**config.mk**
```make
export PLATFORM = sky130hd
export DESIGN_NAME = abpd_ram
export DESIGN_NICKNAME = d
export VERILOG_FILES = /design/src/rtl/abpd_ram.sv
export SDC_FILE = /design/constraint.sdc
export NUM_CORES = 1
export LEC_CHECK = 0
export BUFFER_PORTS_ARGS = -buffer_cell sky130_fd_sc_hd__buf_4
export CAP_MARGIN = 30
export CORE_ASPECT_RATIO = 0.9
export CORE_MARGIN = 2
export CORE_UTILIZATION = 40
export CTS_BUF_LIST = sky130_fd_sc_hd__clkbuf_8 sky130_fd_sc_hd__clkbuf_16
export DETAILED_ROUTE_END_ITERATION = 10
export PLACE_DENSITY = 0.65
export RECOVER_POWER = 100
export SETUP_SLACK_MARGIN = 0.3
export SLEW_MARGIN = 20
export SYNTH_ARGS = -nofsm -noshare
export SYNTH_HDL_FRONTEND = slang
export SYNTH_SLANG_ARGS = --single-unit
```
**constraint.sdc**
```tcl
create_clock -name clk -period 2.3 [get_ports clk]
set_clock_uncertainty 0.1 [all_clocks]
set_input_delay 0 -clock clk [delete_from_list [all_inputs] [get_ports clk]]
set_output_delay 0 -clock clk [all_outputs]
set_load 0.1 [all_outputs]
```
**src/rtl/abpd_ram.sv**
```systemverilog
`timescale 1ns / 1ps
// Generic simple dual-port RAM: one write port, one registered read port.
// No dependencies.
module abpd_ram #(
	parameter int WIDTH = 8,
	parameter int DEPTH = 16
) (
	input  logic                                   clk,
	input  logic                                   wr_en,
	input  logic [(DEPTH > 1 ? $clog2(DEPTH) : 1)-1:0] wr_addr,
	input  logic [WIDTH-1:0]                       wr_data,
	input  logic                                   rd_en,
	input  logic [(DEPTH > 1 ? $clog2(DEPTH) : 1)-1:0] rd_addr,
	output logic [WIDTH-1:0]                       rd_data
);

	logic [WIDTH-1:0] mem [DEPTH];

	// write port
	always_ff @(posedge clk) begin
		if (wr_en) begin
			mem[wr_addr] <= wr_data;
		end
	end

	// registered read port, holds while rd_en is low
	always_ff @(posedge clk) begin
		if (rd_en) begin
			rd_data <= mem[rd_addr];
		end
	end

endmodule

```
==> impl_results.md <==
* Most common cell in the netlist: edfxtp_1
* Syn nets at 248
* CTS buffer count at 17
* Setup crit start kind: flip-flop
* GR Util All Layers at 15.21%
* Clock latency on the worst-skew pair at 0.41 ns
* Placed cell area at 0.005697 mm²
* H-tree depth at 4
* Max-cap violations at 0
* Post-Synth XOR/XNOR Area at 0%
* CP endpoint kind: output port
* Largest net degree at the start of global routing at 33
* Sink Count at 136
* Post-route cell area at 0.006306 mm²
* Fill cells at 1033
* Post-CTS Hold Buffers at 9
* Register area share after synthesis at 78.12%
* Final nets at 311
* Die height at 112.5 µm
* Reg2Reg Setup Slack at 0.73 ns
* Final Hold Fails at 0
* Stages on worst setup path at 1
* Max-slew violations at 0
* Combinational Power Share at 5.5%
* HP Class: input port to flip-flop
* Top cells by area, synth: edfxtp_1 78%, mux4_2 7.8%, mux4_1 7.0%
* Starting Density at 41.05%
* Cells after DPL at 428
* Final Core Density at 49.51%
* Synthesized-area fraction occupied by adder cells at 0%
* Avg Cell Area, Syn at 22.83 µm²
* Power per cell area at 971.9 mW/mm²
* Worst Max-Slew Pin Slew at 1.187 ns
* Peak VDD IR at 0.0006369 V
* Residual DRC count at 0
* Via density at 5.348
* Die area at 0.01400 mm²
* Synth cell count leaders: 136 x edfxtp_1, 18 x mux4_2, 16 x a22oi_1
* CORE AREA at 0.01274 mm²
* P_int at 4.919 mW
* Min Tclk post-route at 1.800 ns
* RSZ-0062 raised after global routing: false
* Status: finished clean
* Simple-gate share of the synthesized area at 3.135%
* CTS tree: done
* Synth Area in Compound Gates at 2.298%
* Mux contribution to synthesized area at 14.79%
* Final HPWL DP at 6.185 mm
* Largest family of logic cells by synthesized area: multiplexers
* Layout area overhead at 20.63%
* Critical path, cell by cell: clkbuf_1
* Period utilization at 78.26%
* Non-Filler Instances at 469
* Reg2Reg Depth at 3
* Max_slew headroom at 21.19%
* Total grt overflow at 0
* Max Clk Rate at 0.5556 GHz
* Post-route ant nets at 0
* Clock Tree Root: clkbuf_16
* Initial antenna violation count at 0
* Site row count at 39
* First-pass GRT wire length at 15.19 mm
* Final worst slack at 0.5001 ns
* Routed WL per cell at 21.26 µm
* Setup repair bufs after CTS at 0
* Layout cell share with drive strength beyond 1 at 18.36%
* CP Class: flip-flop to output port
* Synthesized flop and latch total at 136
* Largest area contributor in the netlist: edfxtp_1
* First-pass DRT Iterations at 4
* Yosys cell types at 18
* CP delay by family, top: buffers and inverters
* Vias at 2508
* Vias in the first global route at 2577
* Synth async-reset ratio at 0%
* Arr. time, crit path at 1.70 ns
* Crit-path max FO at 1
* RR Endpoint: rd_data[5]
* Sw Share at 19.75%
* Iter 0 DRT Violations at 259
* Buf+Inv Stages, Crit Path at 1
* Routability Congestion at 0.7235
* IO Port Bufs at 26
* CP endpoint: rd_data[6]
* Main synth FF type: edfxtp_1
* Clock share of power at 48.6%
* Post-synth EDFFs at 136
* Slowest stage delay, CP at 0.89 ns
* Die X at 124.5 µm
* Setup TNS at 0 ns
* Clk buf depth at 2
* Post-CTS Resized at 0
* Mapped Cells at 229
* Reg power frac at 45.9%
* Top-area cell type share of the netlist area at 78.12%
* Ys Warns at 0
* CTS clk-pin slew, worst paths at 0.06 ns
* Setup crit start: rd_data[6]
* Slowest CP cell: clkbuf_1
* R2R Path Start: mem[10][5]
* DRT Wirelength at 9.971 mm
* Synthesized cell area at 0.005228 mm²
* Setup Viol. Count Final at 0
* Switching pwr at 1.210 mW
* Ports at 27
* Leakage power at 2.045 nW
* Diodes inserted at 0
* CP required at 2.20 ns
* Pre-CTS setup slack at 0.5020 ns
-- layer usage --
| layer | wire (µm) | GRT usage, % | part of all wire [%] |
|---|---|---|---|
| met1 | 4455 | 21.32 | 45 |
| met2 | 4645 | 23.02 | 47 |
| met3 | 731 | 4.433 | 7.3 |
| met4 | 139 | 5.393 | 1.4 |
| met5 | 0 | 0 | 0 |
-- cells in the final DEF (no fill, tap or decap), types with 4 or more instances in the layout --
cell           synthesis  routed
dlygate4sd3_1          0       9
a22oi_1               16      16
clkbuf_16              0      17
edfxtp_1             136     136
nor2_1                13      13
mux4_2                18      18
mux4_1                14      14
nand2_1                9       9
buf_4                  1       7
nor3_1                 4       4
clkbuf_1               0      37
bufinv_16              0       6
-- worst register-to-register path: stages (launching register included) --
cell and delay [ns]:
edfxtp_1 0.37, mux4_1 0.53, a22oi_1 0.25, nand2_1 0.07
-- state kept, by name (all words and copies together) (netlist names) --
name     cells
mem        128
rd_data      8
-- power by group through the flow --
stage	clock network [mW]	logic [mW]	registers, mW
2_1_floorplan	0	0.141	2.94
3_3_place_gp	0	0.347	2.86
3_5_place_dp	0	0.353	2.86
4_1_cts	3.03	0.366	2.81
5_1_grt	3.12	0.362	2.82
6_report	2.98	0.336	2.81
-- worst min-delay path by stage --
stage            endpoint        from  cells after the start  slack (ns)
2_1_floorplan   mem[0][0]  wr_data[0]                      0      -0.001
3_3_place_gp    mem[5][0]  wr_data[0]                      1        0.21
3_5_place_dp    mem[1][0]  wr_data[0]                      1        0.22
4_1_cts        mem[12][1]  wr_addr[0]                      3        0.01
5_1_grt        rd_data[2]  rd_addr[3]                      5        0.19
6_report       rd_data[7]  rd_addr[3]                      5        0.16
-- layout make-up --
type / instances / area [µm²] / area share [%]
Multi-Input combinational cell: 83 / 1057 / 16.77
Clock inverter: 15 / 232.7 / 3.690
Clock buffer: 17 / 425.4 / 6.746
Tap cell: 164 / 205.2 / 3.254
Timing Repair Buffer: 54 / 301.5 / 4.782
Sequential cell: 136 / 4084 / 64.76
-- metrics by stage --
step,total power [mW],hold WS (ns)
final,6.129,0.1587
after global routing,6.303,0.1879
after CTS,6.204,0.01172
after detailed placement,3.215,0.2167
after global placement,3.208,0.2050
after floorplan,3.084,-0.001131
-- cell families (layout without fill, tap and decap cells) --
logic type	after synthesis	in the layout
flip-flops	136	136
buffers and inverters	10	86
AO/OA/AOI/OAI	16	16
AND/OR/NAND/NOR	35	35
multiplexers	32	32
Power figures use the tool's default switching activity.
