### src/rtl/abpd_pkg.sv
`timescale 1ns / 1ps
// Shared types, widths and helpers of the atom bond pair detector.
// No dependencies; imported by the detector, distance pipeline and checker.
package abpd_pkg;

	// store depth and derived index widths
	localparam int MAX_ATOMS = 64;
	localparam int ADDR_W    = (MAX_ATOMS > 1) ? $clog2(MAX_ATOMS) : 1;
	localparam int CNT_W     = $clog2(MAX_ATOMS + 1);

	// field widths of one atom
	localparam int ID_W  = 16;
	localparam int POS_W = 19;
	localparam int RAD_W = 10;

	// arithmetic widths: |a-b| of two POS_W values fits in POS_W unsigned bits
	localparam int SQ_W   = 2 * POS_W;
	localparam int D2_W   = SQ_W + 2;
	localparam int TEST_W = D2_W + 2;
	localparam int RS_W   = RAD_W + 1;
	localparam int RS2_W  = 2 * RS_W;

	// one atom as it travels on the input stream and sits in the store
	typedef struct packed {
		logic [RAD_W-1:0] radius;
		logic [POS_W-1:0] pos_z;
		logic [POS_W-1:0] pos_y;
		logic [POS_W-1:0] pos_x;
		logic [ID_W-1:0]  atom_id;
	} atom_t;

	localparam int ATOM_W     = $bits(atom_t);
	localparam int IN_DATA_W  = ((ATOM_W + 7) / 8) * 8;
	localparam int OUT_DATA_W = 2 * ID_W;

	// result of one comparison leaving the distance pipeline
	typedef struct packed {
		logic            valid;
		logic            last;
		logic            hit;
		logic [ID_W-1:0] id;
	} cmp_res_t;

	// magnitude of the difference of two signed coordinates
	function automatic logic [POS_W-1:0] abs_diff(input logic [POS_W-1:0] a,
			input logic [POS_W-1:0] b);
		logic [POS_W:0] d;
		logic [POS_W:0] n;
		d = {a[POS_W-1], a} - {b[POS_W-1], b};
		n = -d;
		return d[POS_W] ? n[POS_W-1:0] : d[POS_W-1:0];
	endfunction

endpackage

### src/rtl/abpd_dist.sv
`timescale 1ns / 1ps
// Distance test pipeline: compares the current atom with one stored atom per
// cycle while adv is high, 4*d^2 <= (ri+rj)^2. Depends on abpd_pkg.
module abpd_dist import abpd_pkg::*; (
	input  logic     clk,
	input  logic     arst_n,
	input  logic     adv,
	input  logic     in_valid,
	input  logic     in_last,
	input  atom_t    cur,
	input  atom_t    stored,
	output cmp_res_t res,
	output logic     busy
);

	logic [POS_W-1:0] mag_x_s2, mag_y_s2, mag_z_s2;
	logic [RS_W-1:0]  rs_s2;
	logic [ID_W-1:0]  id_s2;
	logic             v_s2, last_s2;

	logic [SQ_W-1:0]  sq_x_s3, sq_y_s3, sq_z_s3;
	logic [RS2_W-1:0] rs2_s3;
	logic [ID_W-1:0]  id_s3;
	logic             v_s3, last_s3;

	logic [D2_W-1:0]   d2;
	logic [TEST_W-1:0] lhs;

	// valid and last tags follow the data
	always_ff @(posedge clk or negedge arst_n) begin
		if (!arst_n) begin
			v_s2    <= 1'b0;
			last_s2 <= 1'b0;
			v_s3    <= 1'b0;
			last_s3 <= 1'b0;
		end else if (adv) begin
			v_s2    <= in_valid;
			last_s2 <= in_last;
			v_s3    <= v_s2;
			last_s3 <= last_s2;
		end
	end

	// stage 2: coordinate difference magnitudes and radius sum
	always_ff @(posedge clk) begin
		if (adv) begin
			mag_x_s2 <= abs_diff(cur.pos_x, stored.pos_x);
			mag_y_s2 <= abs_diff(cur.pos_y, stored.pos_y);
			mag_z_s2 <= abs_diff(cur.pos_z, stored.pos_z);
			rs_s2    <= {1'b0, cur.radius} + {1'b0, stored.radius};
			id_s2    <= stored.atom_id;
		end
	end

	// stage 3: squares
	always_ff @(posedge clk) begin
		if (adv) begin
			sq_x_s3 <= mag_x_s2 * mag_x_s2;
			sq_y_s3 <= mag_y_s2 * mag_y_s2;
			sq_z_s3 <= mag_z_s2 * mag_z_s2;
			rs2_s3  <= rs_s2 * rs_s2;
			id_s3   <= id_s2;
		end
	end

	// sum of squares and bond test
	assign d2  = D2_W'(sq_x_s3) + D2_W'(sq_y_s3) + D2_W'(sq_z_s3);
	assign lhs = {d2, 2'b00};

	always_comb begin
		res.valid = v_s3;
		res.last  = last_s3;
		res.hit   = (lhs <= TEST_W'(rs2_s3));
		res.id    = id_s3;
	end

	assign busy = v_s2 | v_s3;

endmodule

### config.mk
export PLATFORM = sky130hd
export DESIGN_NAME = abpd_dist
export DESIGN_NICKNAME = d
export VERILOG_FILES = /design/src/rtl/abpd_pkg.sv /design/src/rtl/abpd_dist.sv
export SDC_FILE = /design/constraint.sdc
export NUM_CORES = 2
export LEC_CHECK = 0
export ABC_AREA = 0
export BUFFER_PORTS_ARGS = -buffer_cell sky130_fd_sc_hd__buf_2
export CAP_MARGIN = 20
export CORE_ASPECT_RATIO = 1.25
export CORE_MARGIN = 2
export CORE_UTILIZATION = 40
export DETAILED_ROUTE_END_ITERATION = 7
export GPL_ROUTABILITY_DRIVEN = 0
export MAX_ROUTING_LAYER = met4
export SLEW_MARGIN = 20
export SYNTH_ARGS = -nofsm -noshare
export SYNTH_HDL_FRONTEND = slang
export SYNTH_SLANG_ARGS = --single-unit
### constraint.sdc
create_clock -name clk -period 18.9 [get_ports clk]
set_clock_uncertainty 0.05 [all_clocks]
set_input_delay 3.78 -clock clk [delete_from_list [all_inputs] [get_ports clk]]
set_output_delay 3.78 -clock clk [all_outputs]
set_load 0.03 [all_outputs]
==> out/metrics.csv <==
stage,metric,value,unit
layout,layout.nets,6747,
clock_tree,postCtsSetupBuffers,0,
clock_tree,clk_latency,0.63,ns
placed_design,placed_area,50800,sq um
global_routing,busiest_layer,met2,
timing,fmax,102,MHz
timing,rsz0062_at_grt,false,
global_routing,grt_util_met1,0.218,
global_routing,grt_pass1_wl,180,mm
synth,yosys.area_share.simple,0.108,
global_routing,grtUsageTotal,0.186,
setup_path,path_buf_inv,1,
layout,regArea,7070,sq um
die,die_area,123000,sq um
synth,synth.area.mux_share,0.00426,
synth,netlist_instances,5067,
layout,area_growth_syn_to_layout,7.45,%
setup_path,slowest_stage,a21boi_0,
clock_tree,clk_pin_slew_worst_paths,0.06,ns
timing,period_needed,9.84,ns
clock_tree,cts_buffer_depth,3,
min_path,hold_path.class,reg -> reg,
detailed_routing,drt_iter0_markers,1444,
placed_design,dp_cells,6732,
detailed_routing,first_pass_iters,5,
synth,yosysSeqAreaShare,0.147,
clock_tree,cts_tree,built,
synth,synth_compound_area_frac,0.0886,
die,num_rows,142,
setup_path,cpLargestDelayFamily,compound AO/OA/AOI/OAI gates,
synth,synth_top_family_by_area,adder cells,
layout,drive_gt1_frac,0.0571,
synth,synthAdderAreaFrac,0.495,
clock_tree,post_cts_resized,0,
die,coreArea,120000,sq um
synth,ys_ff_latch,236,
detailed_routing,wl_per_cell,15.7,microns
layout,multiInputGateArea,35800,sq um
setup_path,end_kind,output pin,
global_routing,use_met2,0.345,
placed_design,dp_hpwl,87.2,mm
detailed_routing,vias,33500,
clock_tree,htree_levels,1,
timing,maxSlewHeadroom,0.224,
synth,yosysWarnings,0,
timing,slew_viol_final,0,
clock_tree,cts.sinks,236,
synth,synth-edff-count,232,
detailed_routing,ant_nets,0,
global_routing,first_global_vias,35900,
timing,finalHoldViolCount,0,
die,dieHeight,392,microns
synth,synth-xor-area-share,0.0469,
synth,syn_area_per_cell,9.51,sq um
timing,fin_crit_sh,0.521,
setup_path,cpPeakStageDelay,0.55,ns
clock_tree,numCtsBuffers,29,
synth,yosysUniqueCellTypes,79,
synth,synth_area,48200,sq um
synth,async_flop_share,0.0169,
die,io_pins,191,
global_routing,gr-usage-met3,0.0131,
setup_path,critical_path_class,reg -> out,
min_path,holdPathStages,0,
clock_tree,clockRootBuffer,clkbuf_16,
detailed_routing,avgViaCountPerCell,4.93,
timing,holdWs,0.367,ns
detailed_routing,drt_wl_total,107,mm
synth,synthFlopType,edfxtp_1,
die,initial_core_util,0.402,
setup_path,worstPathMaxFanout,5,
layout,fin_area,51800,sq um
outcome,outcome,"complete, no violations",
placed_design,portBuffers,174,
die,die_w,314,microns
setup_path,critical_path.cell_chain,fa_1 -> ha_1 -> o21ai_0 -> o21ai_0 -> nand4_1 -> a21boi_0 -> a221o_1 -> a21oi_1 -> xnor2_1 -> ha_1 -> a21o_1 -> a21oi_1 -> o2111ai_1 -> o211ai_1 -> o2111ai_1 -> a2111oi_0 -> nand4_1 -> nor2_1 -> buf_2,
timing,setup_tns,0,ns
setup_path,worstSetupStartpointType,flop,
clock_tree,hold_buffers,0,
setup_path,critPathArrivalTime,6.01,ns
setup_path,reg2reg_depth,21,
setup_path,cp.depth,19,
setup_path,crit_required,15.07,ns
detailed_routing,drc,0,
global_routing,globalRoute.totalOverflow,0,
global_routing,antenna_found_initial,2,
layout,fillers,11700,
layout,final_cells,6787,
timing,worst_pin_slew,1.16,ns
global_routing,grt_max_degree,152,
flow_run,cap_violations,0,
timing,finalSetupViolCount,0,
## layer usage
layer | share of wire | vias to the layer above
li1 | - | 16000
met1 | 0.41 | 16800
met2 | 0.54 | 496
met3 | 0.030 | 163
met4 | 0.024 | 0
met5 | 0 | -
## final timing paths
kind                                       startpoint                    end  slack (ns)
worst max-delay path             sq_x_s3[4]$_DFFE_PP_                res[16]        9.06
worst min-delay path               id_s2[3]$_DFFE_PP_     id_s3[3]$_DFFE_PP_        0.37
worst max register to register  mag_x_s2[6]$_DFFE_PP_  sq_x_s3[36]$_DFFE_PP_       11.19
worst min register to register     id_s2[3]$_DFFE_PP_     id_s3[3]$_DFFE_PP_        0.37
max in group asynchronous                      arst_n    last_s2$_DFFE_PN0P_       15.78
min in group asynchronous                      arst_n       v_s3$_DFFE_PN0P_        2.88
## through the flow
step                      utilization  setup slack [ns]
after floorplan                     -             10.83
after global placement          0.424              9.67
after detailed placement        0.424              9.66
after CTS                       0.432              8.95
after global routing            0.432              8.48
final                           0.432              9.06
## cell usage in the layout, fill, tap and decap left out, types with 7 or more instances in the layout
cell type	count
fa_1	849
xor2_1	79
o31ai_1	22
nor4_1	8
nand4_1	18
o2111ai_1	7
inv_1	1302
nor3_1	33
a31oi_1	26
o21bai_1	35
o41ai_1	7
and2_1	215
or3_1	11
or2_2	19
a211oi_1	26
o211ai_1	14
buf_2	173
a31o_2	7
o21a_1	28
nand2b_1	32
a21o_1	92
xnor2_1	179
clkbuf_16	29
buf_4	23
o21ai_0	121
nor2_1	197
nor2b_1	32
a211o_1	8
nand2_1	426
mux2i_1	7
nand3_1	38
a21oi_1	185
ha_1	548
and3_1	26
mux2_2	12
a2111oi_0	15
edfxtp_1	232
## synth_stat cells (28+ instances only)
cell | number | area, sq um
a21o_1 | 92 | 691
a21oi_1 | 185 | 926
and2_1 | 215 | 1350
clkbuf_1 | 113 | 424
edfxtp_1 | 232 | 6970
fa_1 | 849 | 17000
ha_1 | 548 | 6860
inv_1 | 1302 | 4890
nand2_1 | 426 | 1600
nand2b_1 | 32 | 200
nand3_1 | 38 | 190
nor2_1 | 197 | 739
nor2b_1 | 32 | 200
nor3_1 | 33 | 165
o21a_1 | 28 | 210
o21ai_0 | 121 | 606
o21bai_1 | 35 | 263
xnor2_1 | 179 | 1570
xor2_1 | 79 | 692
## final cells by class
cell class | instances | share of cell area
well taps | 1584 | 0.0383
flip-flops and latches | 236 | 0.136
multi-input cells | 3412 | 0.691
diodes | 1 | 0.0000483
inverters | 1302 | 0.0944
clock buffers | 31 | 0.0142
clock inverters | 23 | 0.00483
repair buffers | 198 | 0.0207
## logic make-up after synthesis
family	Yosys count
xor+xnor	258
flops	236
other cells	2
compound gates	652
mux	19
buf+inv	1420
simple gates	1083
fa+ha+maj	1397
## flip-flops by register name, summed over array words and instances, names as in the netlist
signal,cells
id_s3,16
sq_y_s3,37
sq_x_s3,37
v_s2,1
last_s3,1
id_s2,16
last_s2,1
v_s3,1
rs2_s3,21
rs_s2,11
mag_x_s2,19
mag_z_s2,19
sq_z_s3,37
mag_y_s2,19
Power is not shown: default switching activity piles up to over one toggle a cycle in this logic, so the estimate is an artifact.
